File: src/design/mt64_pkg.sv
// Types, constants and helper functions for the 64-bit twister generator
`timescale 1ns / 1ps

package mt64_pkg;

    localparam int DEF_NUM_STREAMS = 2;

    localparam int POS_W    = 9;
    localparam int MODE_W   = 2;
    localparam int STREAM_W = 1;
    localparam int WORD_W   = 64;

    localparam logic [POS_W-1:0] WORDS    = 9'd312;
    localparam logic [POS_W-1:0] MID      = 9'd156;
    localparam logic [POS_W-1:0] UNSEEDED = 9'd313;

    localparam logic [MODE_W-1:0] MODE_SEED   = 2'd0;
    localparam logic [MODE_W-1:0] MODE_DRAW64 = 2'd1;
    localparam logic [MODE_W-1:0] MODE_DRAW63 = 2'd2;

    localparam logic [WORD_W-1:0] TWIST_MATRIX = 64'hB502_6F5A_A966_19E9;
    localparam logic [WORD_W-1:0] UPPER_MASK   = 64'hFFFF_FFFF_8000_0000;
    localparam logic [WORD_W-1:0] LOWER_MASK   = 64'h0000_0000_7FFF_FFFF;
    localparam logic [WORD_W-1:0] DEFAULT_SEED = 64'd5489;
    localparam logic [31:0]       SEED_MULT_LO = 32'h4C95_7F2D;
    localparam logic [31:0]       SEED_MULT_HI = 32'h5851_F42D;

    localparam logic [WORD_W-1:0] TEMPER_B = 64'h5555_5555_5555_5555;
    localparam logic [WORD_W-1:0] TEMPER_C = 64'h71D6_7FFF_EDA6_0000;
    localparam logic [WORD_W-1:0] TEMPER_D = 64'hFFF7_EEE0_0000_0000;

    typedef enum logic [3:0] {
        OP_NONE,
        OP_CAPTURE,
        OP_SEED_START,
        OP_SEED_MUL,
        OP_SEED_WR,
        OP_TW_PRIME,
        OP_TW_LOAD,
        OP_TW_RD,
        OP_TW_WR,
        OP_DR_OUT
    } op_t;

    typedef enum logic [3:0] {
        ST_IDLE,
        ST_DECODE,
        ST_SEED_START,
        ST_SEED_MUL,
        ST_SEED_WR,
        ST_TW_PRIME,
        ST_TW_LOAD,
        ST_TW_RD,
        ST_TW_WR,
        ST_DR_RD,
        ST_DR_OUT
    } state_t;

    typedef struct packed {
        op_t op;
    } cmd_t;

    typedef struct packed {
        logic item_ok;
        logic is_seed;
        logic unseeded;
        logic twist_due;
        logic cnt_last;
        logic out_busy;
    } status_t;

    function automatic logic [WORD_W-1:0] temper(input logic [WORD_W-1:0] x_in);
        logic [WORD_W-1:0] x;
        begin
            x = x_in;
            x = x ^ ((x >> 29) & TEMPER_B);
            x = x ^ ((x << 17) & TEMPER_C);
            x = x ^ ((x << 37) & TEMPER_D);
            x = x ^ (x >> 43);
            return x;
        end
    endfunction

endpackage

File: src/design/mt64_ctrl.sv
// Controller state machine: sequences seeding, twisting and drawing
`timescale 1ns / 1ps

module mt64_ctrl (
    input  logic              aclk,
    input  logic              aresetn,
    input  logic              s_valid,
    output logic              s_ready,
    input  mt64_pkg::status_t status,
    output mt64_pkg::cmd_t    cmd
);

    mt64_pkg::state_t state_reg;
    mt64_pkg::state_t state_next;

    always_ff @(posedge aclk) begin
        if (!aresetn) begin
            state_reg <= mt64_pkg::ST_IDLE;
        end else begin
            state_reg <= state_next;
        end
    end

    always_comb begin
        state_next = state_reg;
        cmd.op     = mt64_pkg::OP_NONE;
        s_ready    = 1'b0;
        case (state_reg)
            mt64_pkg::ST_IDLE: begin
                s_ready = 1'b1;
                if (s_valid) begin
                    cmd.op     = mt64_pkg::OP_CAPTURE;
                    state_next = mt64_pkg::ST_DECODE;
                end
            end
            mt64_pkg::ST_DECODE: begin
                // drop unused modes and absent streams
                if (!status.item_ok) begin
                    state_next = mt64_pkg::ST_IDLE;
                end else if (status.is_seed || status.unseeded) begin
                    state_next = mt64_pkg::ST_SEED_START;
                end else if (status.twist_due) begin
                    state_next = mt64_pkg::ST_TW_PRIME;
                end else begin
                    state_next = mt64_pkg::ST_DR_RD;
                end
            end
            mt64_pkg::ST_SEED_START: begin
                cmd.op     = mt64_pkg::OP_SEED_START;
                state_next = mt64_pkg::ST_SEED_MUL;
            end
            mt64_pkg::ST_SEED_MUL: begin
                cmd.op     = mt64_pkg::OP_SEED_MUL;
                state_next = mt64_pkg::ST_SEED_WR;
            end
            mt64_pkg::ST_SEED_WR: begin
                cmd.op = mt64_pkg::OP_SEED_WR;
                if (!status.cnt_last) begin
                    state_next = mt64_pkg::ST_SEED_MUL;
                end else if (status.is_seed) begin
                    state_next = mt64_pkg::ST_IDLE;
                end else begin
                    state_next = mt64_pkg::ST_TW_PRIME;
                end
            end
            mt64_pkg::ST_TW_PRIME: begin
                cmd.op     = mt64_pkg::OP_TW_PRIME;
                state_next = mt64_pkg::ST_TW_LOAD;
            end
            mt64_pkg::ST_TW_LOAD: begin
                cmd.op     = mt64_pkg::OP_TW_LOAD;
                state_next = mt64_pkg::ST_TW_RD;
            end
            mt64_pkg::ST_TW_RD: begin
                cmd.op     = mt64_pkg::OP_TW_RD;
                state_next = mt64_pkg::ST_TW_WR;
            end
            mt64_pkg::ST_TW_WR: begin
                cmd.op     = mt64_pkg::OP_TW_WR;
                state_next = status.cnt_last ? mt64_pkg::ST_DR_RD : mt64_pkg::ST_TW_RD;
            end
            mt64_pkg::ST_DR_RD: begin
                state_next = mt64_pkg::ST_DR_OUT;
            end
            mt64_pkg::ST_DR_OUT: begin
                // hold the read word until the output register is free
                if (!status.out_busy) begin
                    cmd.op     = mt64_pkg::OP_DR_OUT;
                    state_next = mt64_pkg::ST_IDLE;
                end
            end
            default: begin
                state_next = mt64_pkg::ST_IDLE;
            end
        endcase
    end

endmodule

File: config.mk
export PLATFORM = sky130hd
export DESIGN_NAME = mt64_ctrl
export DESIGN_NICKNAME = d
export VERILOG_FILES = /design/src/design/mt64_pkg.sv /design/src/design/mt64_ctrl.sv
export SDC_FILE = /design/constraint.sdc
export NUM_CORES = 1
export LEC_CHECK = 0
export BUFFER_PORTS_ARGS = -buffer_cell sky130_fd_sc_hd__buf_2
export CORE_AREA = 2 2 42 44
export DETAILED_ROUTE_END_ITERATION = 12
export DIE_AREA = 0 0 44 46
export PLACE_DENSITY_LB_ADDON = 0.15
export SLEW_MARGIN = 20
export SYNTH_ARGS = -nofsm -noshare
export SYNTH_HDL_FRONTEND = slang
export SYNTH_SLANG_ARGS = --single-unit
File: constraint.sdc
create_clock -name aclk -period 2.2 [get_ports aclk]
set_clock_uncertainty 0.05 [all_clocks]
set_input_delay 0.33 -clock aclk [delete_from_list [all_inputs] [get_ports aclk]]
set_output_delay 0.33 -clock aclk [all_outputs]
set_load 0.02 [all_outputs]
==> impl_metrics.env <==
export IMPL_drt_total_wl_um=1183
export IMPL_fin_setup_tns_ps=0
export IMPL_ys_seq_area_share_pct=18.44
export IMPL_p_seq_share_pct=35.2
export IMPL_antenna_cells=0
export IMPL_required_ps=1820
export IMPL_postCtsSetupBuffers=0
export IMPL_leakagePower_nw=0.2152
export IMPL_track_usage_pct=13.56
export IMPL_grt_pass1_vias=438
export IMPL_cp_slowest_cell="dfxtp_1"
export IMPL_place_area_um2=486.7
export IMPL_p_comb_share_pct=35.6
export IMPL_start_util_pct=26.90
export IMPL_slowest_delay_ps=600
export IMPL_power_total_w=0.0003134
export IMPL_vias=466
export IMPL_die_width_um=44
export IMPL_synth_edf_count=0
export IMPL_slew_violations=0
export IMPL_fin_cells=83
export IMPL_insertion_delay_ps=230
export IMPL_layout_drive_gt1_share_pct=30.30
export IMPL_yosysMostFrequentCell="nor2b_1"
export IMPL_postSynthAreaPerCell_um2=7.894
export IMPL_ant_nets=0
export IMPL_p_int_w=0.0001931
export IMPL_crit_path_end_kind="output pin"
export IMPL_crit_arrival_ps=1560
export IMPL_dieArea_um2=2024
export IMPL_clkTransAtPathRegs_ps=40
export IMPL_final_util_pct=31.55
export IMPL_synth_cell_types=30
export IMPL_ir_drop_v=0.0002262
export IMPL_cpLargestDelayFamily="flip-flops"
export IMPL_synth_nets=64
export IMPL_dp_cells=80
export IMPL_path_max_fanout=16
export IMPL_hp_class="input pin to flop"
export IMPL_vias_per_cell=5.614
export IMPL_rr_startpoint="state_reg[3]$_SDFFE_PN0P_"
export IMPL_cts_made_buffers=3
export IMPL_path_cells="or3b_4 > a21oi_1 > buf_2"
export IMPL_largest_reg_flops=4
export IMPL_yosysWarnings=0
export IMPL_yosys_area_top_type_share_pct=18.44
export IMPL_synth_commonest_cells="nor2b_1, and3b_1, dfxtp_1, nand2_1"
export IMPL_startpoint="state_reg[3]$_SDFFE_PN0P_"
export IMPL_slew_headroom_pct=64.05
export IMPL_area_growth_pct=17.29
export IMPL_powerDensity_nw_per_um2=615.4
export IMPL_synth_ff_latch_count=4
export IMPL_globalRouteOverflowTotal=0
export IMPL_timing_final_crit_share_pct=88.06
export IMPL_nets=77
export IMPL_grt_first_pass_wirelength_um=2063
export IMPL_dp_hpwl_um=847.3
export IMPL_post_route_min_period_ps=1937
export IMPL_first_pass_iters=4
export IMPL_tightest_slew_ps=538.4
export IMPL_cts_resized=0
export IMPL_synth_area_um2=434.2
export IMPL_tritoncts="built"
export IMPL_grt_max_degree=20
export IMPL_final_area_um2=509.2
export IMPL_cts_max_path_buffers=2
export IMPL_cts_root_buf="clkbuf_4"
export IMPL_crit_type="flop to output pin"
export IMPL_synthArstFlopShare_pct=0
export IMPL_hold_viol=0
export IMPL_power_frac_clock_pct=29.2
export IMPL_synthCells=55
export IMPL_coreArea_um2=1614
export IMPL_crit_buf_inv=1
export IMPL_start_kind="flop"
export IMPL_antenna_found_initial=0
export IMPL_yosysTopAreaCell="dfxtp_1"
export IMPL_min_from="status[2]"
export IMPL_max_freq_mhz=516.2
export IMPL_cts_num_sinks=4
export IMPL_sw_frac_of_total_pct=38.37
export IMPL_outcome="completed"
export IMPL_wl_per_cell_um=14.25
export IMPL_drv_cap=0
export IMPL_fillerInstances=190
export IMPL_rsz0062_at_grt="false"
export IMPL_gp_congestion=0.7916
export IMPL_rows=15
export IMPL_ys_top_cells_by_area="dfxtp_1, nor2b_1, and3b_1, o2111ai_1, buf_6"
export IMPL_hold_buffers=0
export IMPL_fp_dieH_um=46
export IMPL_io_buffer_count=13
export IMPL_setup_viol=0
export IMPL_power_switching_w=0.0001202
export IMPL_synth_main_ff_cell="dfxtp_1"
export IMPL_drc=0
export IMPL_cts_max_level=1
export IMPL_drtIter0Drc=10
export IMPL_num_io_pins=14
## cell usage in the layout (no fill, tap or decap), types with 2 or more instances in the layout
cell type / instances
nor4_1: 2
and3b_1: 4
inv_1: 3
or2_2: 2
dfxtp_1: 4
buf_2: 13
nand2_1: 4
nor2b_1: 7
o211ai_1: 2
clkbuf_4: 3
o2111ai_1: 3
## stage by stage
| step | setup slack, ps | hold WS [ps] |
|---|---|---|
| final | 262.8 | 327.3 |
| after global routing | 148.1 | 358.4 |
| after CTS | 265.2 | 318.2 |
| after detailed placement | 514.4 | 560.0 |
| after global placement | 505.9 | 560.6 |
| after floorplan | 411.1 | 441.1 |
## logic make-up after synthesis
logic type	synth area share, %
simple gates	42.07
flops	18.44
buf+inv	10.37
compound gates	29.11
## layout make-up
class,instances,area (µm²),area share [%]
inverter,3,11.26,2.211
multi-input combinational,43,309.0,60.69
tap,17,21.27,4.177
clock buffer,3,22.52,4.423
timing repair buffer,13,65.06,12.78
sequential,4,80.08,15.72
## layer usage
| layer | wire [µm] | GRT usage [%] |
|---|---|---|
| met2 | 554 | 19.71 |
| met5 | 0 | 0 |
| met3 | 68 | 3.175 |
| met1 | 561 | 20.24 |
| met4 | 0 | 2.424 |
## power by group through the flow
stage                     Combinational [W]  Clock [W]  Sequential, W
after global routing               0.000124   0.000100       0.000115
after CTS                          0.000113  0.0000943       0.000110
after global placement             0.000113          0       0.000112
after detailed placement           0.000112          0       0.000111
final                              0.000111  0.0000915       0.000110
after floorplan                    0.000107          0      0.0000864
## worst paths after layout
kind,slack [ps],cells past startpoint,endpoint
worst min register to register,710,1,state_reg[1]$_SDFFE_PN0P_
worst max-delay path,260,3,cmd[3]
worst max register to register,520,3,state_reg[1]$_SDFFE_PN0P_
worst min-delay path,330,2,state_reg[3]$_SDFFE_PN0P_
Note: power is estimated with default switching activity, not from simulation.
